`src/hw/rtl/csm_pkg.sv`:
```
// Types and constants shared by the subcarrier magnitude min/max block.
package csm_pkg;

  // Field widths.
  localparam int unsigned POS_W  = 7;
  localparam int unsigned SC_W   = 6;
  localparam int unsigned AMP_W  = 16;
  localparam int unsigned ROOT_W = 32;

  // Frame layout: bytes 4..53 and 76..127 carry subcarrier pairs.
  localparam int unsigned FRAME_BYTES = 128;
  localparam logic [POS_W-1:0] LOW_FIRST  = 7'd4;
  localparam logic [POS_W-1:0] LOW_LAST   = 7'd53;
  localparam logic [POS_W-1:0] HIGH_FIRST = 7'd76;
  localparam logic [POS_W-1:0] LAST_POS   = POS_W'(FRAME_BYTES - 1);

  // The root of a 32-bit radicand takes one cell for each result bit.
  localparam int unsigned ROOT_STEPS = 16;
  localparam logic [ROOT_W-1:0] ROOT_TOP_BIT = 32'h4000_0000;

  // Reset contents of the min and max tables.
  localparam logic [AMP_W-1:0] MIN_RESET = 16'hFFFF;
  localparam logic [AMP_W-1:0] MAX_RESET = 16'h0000;

  // Input item.
  typedef struct packed {
    logic signed [7:0] csi_byte;
    logic              frame_start;
  } in_t;

  // Result item.
  typedef struct packed {
    logic [SC_W-1:0]  subcarrier;
    logic [AMP_W-1:0] amplitude;
    logic [AMP_W-1:0] min_amplitude;
    logic [AMP_W-1:0] max_amplitude;
    logic             frame_done;
  } out_t;

  // Working values handed from one root cell to the next.
  typedef struct packed {
    logic [ROOT_W-1:0] rem;
    logic [ROOT_W-1:0] res;
    logic [ROOT_W-1:0] bit_w;
  } root_t;

  // Requests from the controller to the min/max table.
  typedef struct packed {
    logic            lookup;
    logic            update;
    logic [SC_W-1:0] idx;
  } tbl_ctrl_t;

  // Controller states.
  typedef enum logic [1:0] {
    ST_IDLE,
    ST_ROOT,
    ST_EMIT
  } state_e;

endpackage

```
`src/hw/rtl/csi_subcarrier_magnitude_minmax_unit.sv`:
```
// Top level of the subcarrier magnitude unit with running min and max.
//
// Bytes of a channel-state buffer enter one per item; bytes at positions 4 to 53
// and 76 to 127 form imaginary/real pairs, and each pair yields one result with
// the subcarrier index, its magnitude as unsigned Q8.8 (floor of the root) and
// that subcarrier's running minimum and maximum. A byte that does not finish a
// pair leaves the block ready for the next byte. A real-part byte occupies the
// block until its result sits in the output register: the sum of squares is
// registered, a chain of 16 root cells resolves one magnitude bit per cycle, the
// root is captured, and the min/max tables are updated as the result is loaded.
// Such a byte is worked on alone: no new byte is taken until its result is
// loaded, which waits while the output register still holds an untaken result. A
// new byte is accepted while the previous result still waits to be taken.
module csi_subcarrier_magnitude_minmax_unit
  import csm_pkg::*;
#(
  parameter int unsigned TABLE_DEPTH = 64
) (
  input  logic clk_i,
  input  logic rst_ni,
  input  logic in_valid_i,
  output logic in_ready_o,
  input  in_t  in_data_i,
  output logic out_valid_o,
  input  logic out_ready_i,
  output out_t out_data_o
);

  state_e state_q;
  state_e state_d;

  logic [POS_W-1:0]  pos_q;
  logic [SC_W-1:0]   cnt_q;
  logic signed [7:0] held_im_q;

  logic [SC_W-1:0]  sub_q;
  logic             last_q;
  logic [AMP_W-1:0] sq_q;
  logic             launch_q;
  logic [AMP_W-1:0] amp_q;

  logic             out_valid_q;
  out_t             out_q;

  logic              accept;
  logic              launch;
  logic              emit;
  logic [POS_W-1:0]  pos;
  logic [SC_W-1:0]   cnt_eff;
  logic              kept;
  logic signed [15:0] im_w;
  logic signed [15:0] re_w;
  logic signed [15:0] im_sq;
  logic signed [15:0] re_sq;
  logic [AMP_W-1:0]  sq;

  tbl_ctrl_t         tbl_ctrl;
  logic [AMP_W-1:0]  tbl_min;
  logic [AMP_W-1:0]  tbl_max;

  logic              chain_vld [ROOT_STEPS+1];
  root_t             chain_dat [ROOT_STEPS+1];

  // Position decode of the incoming byte.
  always_comb begin
    pos     = in_data_i.frame_start ? '0 : pos_q;
    cnt_eff = (pos == '0) ? '0 : cnt_q;
    kept    = ((pos >= LOW_FIRST) && (pos <= LOW_LAST)) || (pos >= HIGH_FIRST);
    accept  = in_valid_i && in_ready_o;
    launch  = accept && kept && pos[0];
  end

  // Sum of squares of the held imaginary part and the incoming real part.
  always_comb begin
    im_w  = 16'(held_im_q);
    re_w  = 16'(in_data_i.csi_byte);
    im_sq = im_w * im_w;
    re_sq = re_w * re_w;
    sq    = $unsigned(im_sq) + $unsigned(re_sq);
  end

  // Controller: next state, input ready and output load.
  always_comb begin
    state_d    = state_q;
    in_ready_o = 1'b0;
    emit       = 1'b0;
    unique case (state_q)
      ST_IDLE: begin
        in_ready_o = 1'b1;
        if (launch) begin
          state_d = ST_ROOT;
        end
      end
      ST_ROOT: begin
        if (chain_vld[ROOT_STEPS]) begin
          state_d = ST_EMIT;
        end
      end
      ST_EMIT: begin
        if (!out_valid_q || out_ready_i) begin
          emit    = 1'b1;
          state_d = ST_IDLE;
        end
      end
      default: begin
        state_d = ST_IDLE;
      end
    endcase
  end

  always_ff @(posedge clk_i or negedge rst_ni) begin
    if (!rst_ni) begin
      state_q <= ST_IDLE;
    end else begin
      state_q <= state_d;
    end
  end

  // Frame position, subcarrier counter and held imaginary part.
  always_ff @(posedge clk_i or negedge rst_ni) begin
    if (!rst_ni) begin
      pos_q     <= '0;
      cnt_q     <= '0;
      held_im_q <= '0;
      launch_q  <= 1'b0;
    end else begin
      launch_q <= launch;
      if (accept) begin
        pos_q <= (pos == LAST_POS) ? '0 : pos + 1'b1;
        cnt_q <= launch ? cnt_eff + 1'b1 : cnt_eff;
        if (kept && !pos[0]) begin
          held_im_q <= in_data_i.csi_byte;
        end
      end
    end
  end

  // Item details held while the root is worked out.
  always_ff @(posedge clk_i) begin
    if (launch) begin
      sub_q  <= cnt_eff;
      last_q <= (pos == LAST_POS);
      sq_q   <= sq;
    end
    if ((state_q == ST_ROOT) && chain_vld[ROOT_STEPS]) begin
      amp_q <= chain_dat[ROOT_STEPS].res[AMP_W-1:0];
    end
  end

  // Head of the root chain: radicand is the sum of squares scaled by 2^16.
  assign chain_vld[0]       = launch_q;
  assign chain_dat[0].rem   = {sq_q, 16'h0000};
  assign chain_dat[0].res   = '0;
  assign chain_dat[0].bit_w = ROOT_TOP_BIT;

  for (genvar k = 0; k < ROOT_STEPS; k++) begin : g_root
    csm_root_cell u_cell (
      .clk_i   (clk_i),
      .rst_ni  (rst_ni),
      .valid_i (chain_vld[k]),
      .data_i  (chain_dat[k]),
      .valid_o (chain_vld[k+1]),
      .data_o  (chain_dat[k+1])
    );
  end

  // Min/max tables: looked up at acceptance, updated when the result is loaded.
  assign tbl_ctrl.lookup = launch;
  assign tbl_ctrl.update = emit;
  assign tbl_ctrl.idx    = cnt_eff;

  csm_minmax_table #(
    .TABLE_DEPTH (TABLE_DEPTH)
  ) u_table (
    .clk_i  (clk_i),
    .rst_ni (rst_ni),
    .ctrl_i (tbl_ctrl),
    .amp_i  (amp_q),
    .min_o  (tbl_min),
    .max_o  (tbl_max)
  );

  // Output register.
  always_ff @(posedge clk_i or negedge rst_ni) begin
    if (!rst_ni) begin
      out_valid_q <= 1'b0;
    end else if (emit) begin
      out_valid_q <= 1'b1;
    end else if (out_ready_i) begin
      out_valid_q <= 1'b0;
    end
  end

  always_ff @(posedge clk_i) begin
    if (emit) begin
      out_q.subcarrier    <= sub_q;
      out_q.amplitude     <= amp_q;
      out_q.min_amplitude <= tbl_min;
      out_q.max_amplitude <= tbl_max;
      out_q.frame_done    <= last_q;
    end
  end

  assign out_valid_o = out_valid_q;
  assign out_data_o  = out_q;

endmodule

```
`src/hw/rtl/csm_root_cell.sv`:
```
// One cell of the square root chain: resolves one result bit per pass.
module csm_root_cell
  import csm_pkg::*;
(
  input  logic  clk_i,
  input  logic  rst_ni,
  input  logic  valid_i,
  input  root_t data_i,
  output logic  valid_o,
  output root_t data_o
);

  logic              valid_q;
  root_t             data_q;
  root_t             data_d;
  logic [ROOT_W-1:0] trial;

  // Try to subtract the current root plus the bit under test.
  always_comb begin
    trial        = data_i.res + data_i.bit_w;
    data_d.bit_w = data_i.bit_w >> 2;
    if (data_i.rem >= trial) begin
      data_d.rem = data_i.rem - trial;
      data_d.res = (data_i.res >> 1) + data_i.bit_w;
    end else begin
      data_d.rem = data_i.rem;
      data_d.res = data_i.res >> 1;
    end
  end

  // The valid flag marks the cell that holds the item in flight.
  always_ff @(posedge clk_i or negedge rst_ni) begin
    if (!rst_ni) begin
      valid_q <= 1'b0;
    end else begin
      valid_q <= valid_i;
    end
  end

  // Working values move to the next cell every cycle.
  always_ff @(posedge clk_i) begin
    data_q <= data_d;
  end

  assign valid_o = valid_q;
  assign data_o  = data_q;

endmodule

```
`src/hw/rtl/csm_minmax_table.sv`:
```
// Per-subcarrier running minimum and maximum tables with valid bits.
module csm_minmax_table
  import csm_pkg::*;
#(
  parameter int unsigned TABLE_DEPTH = 64
) (
  input  logic             clk_i,
  input  logic             rst_ni,
  input  tbl_ctrl_t        ctrl_i,
  input  logic [AMP_W-1:0] amp_i,
  output logic [AMP_W-1:0] min_o,
  output logic [AMP_W-1:0] max_o
);

  localparam int unsigned AW = $clog2(TABLE_DEPTH);
  localparam int unsigned DW = $clog2(TABLE_DEPTH + 1);
  localparam int unsigned CW = (SC_W > DW) ? SC_W : DW;

  logic [AMP_W-1:0]       min_mem [TABLE_DEPTH];
  logic [AMP_W-1:0]       max_mem [TABLE_DEPTH];
  logic [TABLE_DEPTH-1:0] vld_q;

  logic [AW-1:0]    addr;
  logic [AW-1:0]    addr_q;
  logic             in_range;
  logic             in_range_q;
  logic             vld_rd_q;
  logic [AMP_W-1:0] min_rd_q;
  logic [AMP_W-1:0] max_rd_q;
  logic [AMP_W-1:0] cur_min;
  logic [AMP_W-1:0] cur_max;
  logic [AMP_W-1:0] new_min;
  logic [AMP_W-1:0] new_max;
  logic             wr_en;

  assign addr     = AW'(ctrl_i.idx);
  assign in_range = CW'(ctrl_i.idx) < CW'(TABLE_DEPTH);
  assign wr_en    = ctrl_i.update && in_range_q;

  // Registered read of both tables when a lookup is requested.
  always_ff @(posedge clk_i) begin
    if (ctrl_i.lookup) begin
      addr_q     <= addr;
      in_range_q <= in_range;
      vld_rd_q   <= in_range && vld_q[addr];
      min_rd_q   <= min_mem[addr];
      max_rd_q   <= max_mem[addr];
    end
  end

  // An entry never written reads as its reset value.
  always_comb begin
    cur_min = vld_rd_q ? min_rd_q : MIN_RESET;
    cur_max = vld_rd_q ? max_rd_q : MAX_RESET;
    new_min = (amp_i < cur_min) ? amp_i : cur_min;
    new_max = (amp_i > cur_max) ? amp_i : cur_max;
    min_o   = in_range_q ? new_min : amp_i;
    max_o   = in_range_q ? new_max : amp_i;
  end

  // Write back the updated extremes.
  always_ff @(posedge clk_i) begin
    if (wr_en) begin
      min_mem[addr_q] <= new_min;
      max_mem[addr_q] <= new_max;
    end
  end

  // Valid bits are cleared by reset and set on the first update of an entry.
  always_ff @(posedge clk_i or negedge rst_ni) begin
    if (!rst_ni) begin
      vld_q <= '0;
    end else if (wr_en) begin
      vld_q[addr_q] <= 1'b1;
    end
  end

endmodule

```
`config.mk`:
```
export PLATFORM = sky130hd
export DESIGN_NAME = csi_subcarrier_magnitude_minmax_unit
export DESIGN_NICKNAME = d
export VERILOG_FILES = /design/src/hw/rtl/csm_pkg.sv /design/src/hw/rtl/csi_subcarrier_magnitude_minmax_unit.sv /design/src/hw/rtl/csm_root_cell.sv /design/src/hw/rtl/csm_minmax_table.sv
export SDC_FILE = /design/constraint.sdc
export NUM_CORES = 2
export LEC_CHECK = 0
export BUFFER_PORTS_ARGS = -buffer_cell sky130_fd_sc_hd__buf_2
export CAP_MARGIN = 0
export CORE_UTILIZATION = 30
export CTS_CLUSTER_SIZE = 12
export DETAILED_ROUTE_END_ITERATION = 10
export GPL_ROUTABILITY_DRIVEN = 0
export RECOVER_POWER = 25
export SLEW_MARGIN = 20
export SYNTH_ARGS = -nofsm -noshare
export SYNTH_HDL_FRONTEND = slang
export SYNTH_SLANG_ARGS = --single-unit
```
`constraint.sdc`:
```
create_clock -name clk_i -period 5.2 [get_ports clk_i]
set_clock_uncertainty 0.15 [all_clocks]
set_input_delay 0.78 -clock clk_i [delete_from_list [all_inputs] [get_ports clk_i]]
set_output_delay 0.78 -clock clk_i [all_outputs]
set_load 0.02 [all_outputs]
```
---- Word-level counts from Yosys, hierarchy flattened ----
Memory sizes are Yosys's and may differ from the RTL's. A register that Yosys moved wholly into a read port is not among the register bits.
Cells that the tools add are included.
word-level totals
  register bits ........................... 1,176
  memory bits (writable) .................. 2,048
  input port bits ......................... 13
  output and inout port bits .............. 57
  memories kept ........................... 2
memories
  memory           depth  bits a word  read ports  clocked after Yosys merged registers in  write ports  RTL line                text
  u_table.max_mem  64     16           1           1                                        1            csm_minmax_table.sv:20  logic [AMP_W-1:0] max_mem [TABLE_DEPTH];
  u_table.min_mem  64     16           1           1                                        1            csm_minmax_table.sv:19  logic [AMP_W-1:0] min_mem [TABLE_DEPTH];
operators by class
  add/sub/neg operators ................... 48
  $mul .................................... 2
  magnitude comparators ................... 24
  equality and inequality tests ........... 6
  mux-type cells .......................... 39
  bitwise logic cells ..................... 1
  reductions and logical operators ........ 16
operator list
  kind                    count
  $mux 64                 15
  $ge 32x32->1            15
  $sub 32x32->32          14
  $mux 16                 5
  $or 64x64->64           1
  $add 31x11->32 const B  1
  $add 31x13->32 const B  1
  $add 31x15->32 const B  1
  $add 31x17->32 const B  1
  $add 31x19->32 const B  1
  $add 31x21->32 const B  1
  $add 31x23->32 const B  1
  $add 31x25->32 const B  1
  $add 31x27->32 const B  1
  $add 31x29->32 const B  1
  $add 31x3->32 const B   1
  $add 31x5->32 const B   1
  $add 31x7->32 const B   1
  $add 31x9->32 const B   1
  $add 32x1->32 const B   1
  $add 32x11->32 const B  1
  $add 32x13->32 const B  1
  $add 32x15->32 const B  1
  $add 32x17->32 const B  1
  other kinds (44)        67

---- Depth between registers and ports, before layout ----
  depth after elaboration ................. 8
  gate-level depth with buffers ........... 23

---- By module ----
Synthesis repeated with hierarchy kept, for this count alone.
unflattened totals
  cell total of the unflattened synthesis .. 19,994
  area total of the unflattened synthesis .. 216,340.0 um^2
by module, submodules not included
  module                                  times used  cells an instance  area an instance (um^2)
  csm_root_cell at g_root[12].u_cell ...  12          998                7,925.1
  csm_minmax_table                        1           3,673              82,425.3
  csm_root_cell at g_root[0].u_cell ...   3           914                7,589.8
  csi_subcarrier_magnitude_minmax_unit    1           693                8,564.5
  csm_root_cell at g_root[9].u_cell       1           910                7,479.7

---- Worst setup path after synthesis ----
OpenSTA, ideal clock, no wires.
  path kind ............................... input to register
  from .................................... input in_data_i[8] (netlist bit)
  to ...................................... register sq_q[14] (data pin)
  library setup time ...................... 266 ps
  data arrival time ....................... 5,767 ps
  setup slack ............................. -983 ps
  cell stages on the path ................. 19
  path buffers ............................ 1
  cells stage by stage .................... clkbuf_1 > nand2_1 > inv_1 > fa_1 > fa_1 > fa_1 > fa_1 > fa_1 > inv_1 > fa_1 > inv_1 > ha_1 > nor3_1 > o21ai_0 > a31oi_1 > nor2b_1 > o21a_1 > o41ai_1 > xnor2_1
between the ends
  word-level cells in the longest chain between the ends .. 2
ends and longest elaborated chain
  element                 RTL line                                     text
  start: declaration      csi_subcarrier_magnitude_minmax_unit.sv:23   input in_t in_data_i,
  $mul 8x8->16            csi_subcarrier_magnitude_minmax_unit.sv:78   re_sq = re_w * re_w;
  $add 16x16->16          csi_subcarrier_magnitude_minmax_unit.sv:79   sq = $unsigned(im_sq) + $unsigned(re_sq);
  via sq[14]              csi_subcarrier_magnitude_minmax_unit.sv:55   logic [AMP_W-1:0] sq;
  end signal: assignment  csi_subcarrier_magnitude_minmax_unit.sv:143  sq_q <= sq;
  end: declaration        csi_subcarrier_magnitude_minmax_unit.sv:38   logic [AMP_W-1:0] sq_q;
The timed path passes the listed nets, and every way through them passes these cells.
A chain may end at the register's enable or synchronous reset.

---- Worst setup path in the final report ----
  from .................................... register held_im_q[0]
  to ...................................... register sq_q[15] (data pin)
between the ends
  word-level cells in the longest chain between the ends .. 2
ends and longest elaborated chain
  element                   RTL line                                     text
  start: declaration        csi_subcarrier_magnitude_minmax_unit.sv:34   logic signed [7:0] held_im_q;
  start signal: assignment  csi_subcarrier_magnitude_minmax_unit.sv:132  held_im_q <= in_data_i.csi_byte;
  $mul 8x8->16              csi_subcarrier_magnitude_minmax_unit.sv:77   im_sq = im_w * im_w;
  $add 16x16->16            csi_subcarrier_magnitude_minmax_unit.sv:79
  via sq[15]                csi_subcarrier_magnitude_minmax_unit.sv:55
The timed path passes the listed nets, and every way through them passes these cells.

==> flow_summary_export.csv <==
group,metric,value,unit
status,failed_checks,"capacitance limit, slew limit, setup timing",
die,pin_count,70,
cts,cts_inserted_buffers,292,
placed_design,dp_cells,12800,
grt,grt-ovfl-total,0,
job,maxCapViolations,9,
route,vias,67900,
sta,whs,0.176,ns
cts,clock_path_buffers,4,
sta,fin_crit_sh,1.08,
synth,synth_top_area_frac,0.598,
synth,yosysWarnings,0,
grt,antenna_found_initial,14,
cts,h-tree-depth,5,
worst_setup_path,cp-start-kind,"flop",
route,drt-pass1-iter-count,6,
die,die_area,367000,sq um
sta,slew_violations,302,
sta,rsz0062_at_grt,"true",
synth,yosys.cell_types.count,80,
pwr,powerDensity,356,nW/um^2
layout,final_cell_count_no_fill,13300,
worst_setup_path,crit_arrival,6.03,ns
cts,clock_sinks,2705,
layout,area_growth_syn_to_layout,16.8,%
worst_setup_path,worstReg2RegEnd,"sq_q[15]$_DFFE_PP_",
route,initialDrtViolationCount,6534,
grt,grt_pass1_wl,439000,um
synth,synth-main-ff-cell,"edfxtp_1",
sta,setup_viol,5,
sta,clock.fmax,0.178,GHz
worst_setup_path,crit_fanout,3,
die,fp.coreArea,363000,sq um
min_path,hold_depth,0,
min_path,hold-path-endpoint,"g_root[11].u_cell.valid_o$_DFF_PN0_",
layout,drive_gt1_frac,0.119,
layout,fin_util,0.352,
worst_setup_path,r2r_start,"held_im_q[0]$_DFFE_PN0P_",
sta,relSlewSlack,-1.37,
synth,syn_inst,7954,
placed_design,dp_hpwl,178000,um
die,die-height,605,um
min_path,hold_path.startpoint,"g_root[10].u_cell.valid_o$_DFF_PN0_",
die,start_util,0.301,
synth,synth_area_leader_cell,"edfxtp_1",
grt,grt_pass1_vias,67400,
layout,final_cell_mix,"edfxtp_1 (2175), nand2_1 (1223), dfxtp_1 (425), nand3_1 (367), inv_1 (312)",
route,antenna_left,0,
pwr,power_leakage,0.0405,uW
synth,async_flop_share,0.0388,
die,dieWidth,605,um
grt,track_usage,0.159,
synth,avgSynthCellArea,13.7,sq um
grt,grt_max_degree,84,
cts,cts_tree,"done",
pwr,peakVddDrop,0.430,mV
layout,nNetsFinal,8645,
sta,finalHoldViolCount,0,
cts,clk_pin_slew,0.06,ns
sta,setup_ws,-0.411,ns
synth,ys_seq_area_frac,0.700,
cts,clk_latency,0.87,ns
route,wire_per_inst,22.6,um
route,vias_per_cell,5.12,
synth,synth.ff_latch_count,2705,
route,wl,300000,um
synth,post_synth_instance_area,109000,sq um
route,drc_errors,0,
worst_setup_path,critical_path_class,"reg -> reg",
status,outcome,"finished, violations left",
placed_design,io_buffers,69,
cts,cts_root_buffer,"clkbuf_16",
layout,layout_commonest_cell,"edfxtp_1",
min_path,holdCritPathClass,"reg -> reg",
worst_setup_path,ff2ff_setup_slack,-0.41,ns
synth,ys_top_cells_by_area,"edfxtp_1 (60%), dfxtp_1 (7.8%), nand2_1 (4.2%)",
worst_setup_path,rr_worst_depth,17,
worst_setup_path,crit_path_start,"held_im_q[0]$_DFFE_PN0P_",
sta,worstMarginPinSlew,3.56,ns
worst_setup_path,cp_data_required_time,5.62,ns
worst_setup_path,critical_path.endpoint_type,"flop",
synth,synth_edf_count,2175,
layout,nFillCells,34400,
die,rows,221,
sta,fin_crit,5.61,ns
synth,synth_fp_nets,8309,
-- state kept, by name, summed over array words and instances, names as in the netlist, 2 cells and up --
signal                 cells
state_q                    2
cnt_q                      6
amp_q                     16
u_table.addr_q             6
u_table.min_rd_q          16
pos_q                      7
u_table.vld_q             64
held_im_q                  8
u_table.max_rd_q          16
u_table.min_mem         1024
sq_q                      16
g_root.u_cell.valid_o     16
out_data_o                55
g_root.u_cell.data_o     425
u_table.max_mem         1024
-- report_power, final --
group | total (uW) | internal [uW] | switching [uW]
Sequential | 23200 | 23200 | 0.0000000000000191
Combinational | 3020 | 1590 | 1430
Clock | 19200 | 11100 | 8160
-- area by class of cell --
class	instances	area [sq um]	area share
flip-flops and latches	2705	76500	0.599
multi-input cells	4512	31100	0.243
clock buffers	387	8020	0.0628
well taps	4794	6000	0.0470
repair buffers	450	4150	0.0325
inverters	329	1250	0.00984
clock inverters	82	637	0.00499
diodes	7	17.5	0.000137
-- worst max path at each step --
stage / endpoint / slack [ns] / depth (start not counted)
after detailed placement: sq_q[15]$_DFFE_PP_ / -0.87 / 20
after global routing: sq_q[15]$_DFFE_PP_ / -0.58 / 17
after CTS: sq_q[15]$_DFFE_PP_ / -0.40 / 18
after global placement: sq_q[15]$_DFFE_PP_ / -0.84 / 20
after floorplan: sq_q[15]$_DFFE_PP_ / -0.52 / 18
final: sq_q[15]$_DFFE_PP_ / -0.41 / 17
-- Yosys cell counts, types with 16 or more instances --
cell,instances
o21a_1,33
a21oi_1,115
nand4_1,48
mux2_2,35
nor2_1,233
o22ai_1,100
xor2_1,94
o21ai_0,112
o32ai_1,33
o31ai_1,18
a311oi_1,33
a31oi_1,173
a32oi_1,68
clkbuf_1,300
xnor2_1,110
edfxtp_1,2175
and3_1,117
dfrtp_1,105
nor2b_1,40
nand3_1,367
or4_1,37
ha_1,220
o211ai_1,173
nor3_1,139
fa_1,122
and2_1,38
dfxtp_1,425
buf_2,64
o21bai_1,16
nor4_1,34
a21o_1,44
or3_1,26
a211oi_1,45
mux2i_1,302
or2_2,78
nand2_1,1231
buf_1,40
o221ai_1,165
nand2b_1,29
inv_1,323
-- per-layer routing --
layer | global-route usage | part of all wire | up-vias
met5 | 0 | 0.00021 | -
met4 | 0.0555 | 0.034 | 8
met3 | 0.0283 | 0.076 | 576
met2 | 0.267 | 0.48 | 2655
met1 | 0.205 | 0.41 | 34400
li1 | - | - | 30300
-- what timing repair did --
item | CTS | global route
resized for setup | 30 | 19
endpoints found under the setup margin | 6 | 6
hold buffers | 1 | 0
pin swaps | 28 | 18
hold endpoints to repair | 58 | 0
setup buffers | 10 | 3
-- cell families after synthesis --
kind of cell	share of synthesized area
xor gates and xnor gates	0.0164
AOI/OAI and AO/OA	0.0762
adders and majority gates	0.0475
muxes	0.0313
and+or+nand+nor	0.103
buffers and inverters	0.0262
DFF	0.700
-- through the flow --
stage | instance area (sq um) | TNS (ns) | power [uW] | setup WS [ns]
3_5_place_dp | 119000 | -4.19 | 26400 | -0.871
4_1_cts | 128000 | -1.29 | 45700 | -0.402
2_1_floorplan | 109000 | -27.35 | 25500 | -0.524
6_report | 128000 | -1.45 | 45400 | -0.411
5_1_grt | 128000 | -2.37 | 47000 | -0.581
3_3_place_gp | 119000 | -4.22 | 26400 | -0.844
-- worst max-delay path, stage by stage, from the launching register on --
cell,delay [ns]
dfrtp_1,0.42
and2_4,0.18
inv_2,0.04
fa_1,0.47
fa_1,0.51
fa_1,0.52
inv_1,0.05
fa_1,0.48
fa_1,0.52
fa_1,0.56
ha_4,0.22
a21oi_4,0.13
inv_2,0.05
a2111o_1,0.46
a31o_4,0.26
nor4_4,0.15
nor3_2,0.07
xnor2_1,0.13
Note: power is estimated with default switching activity, not from simulation.
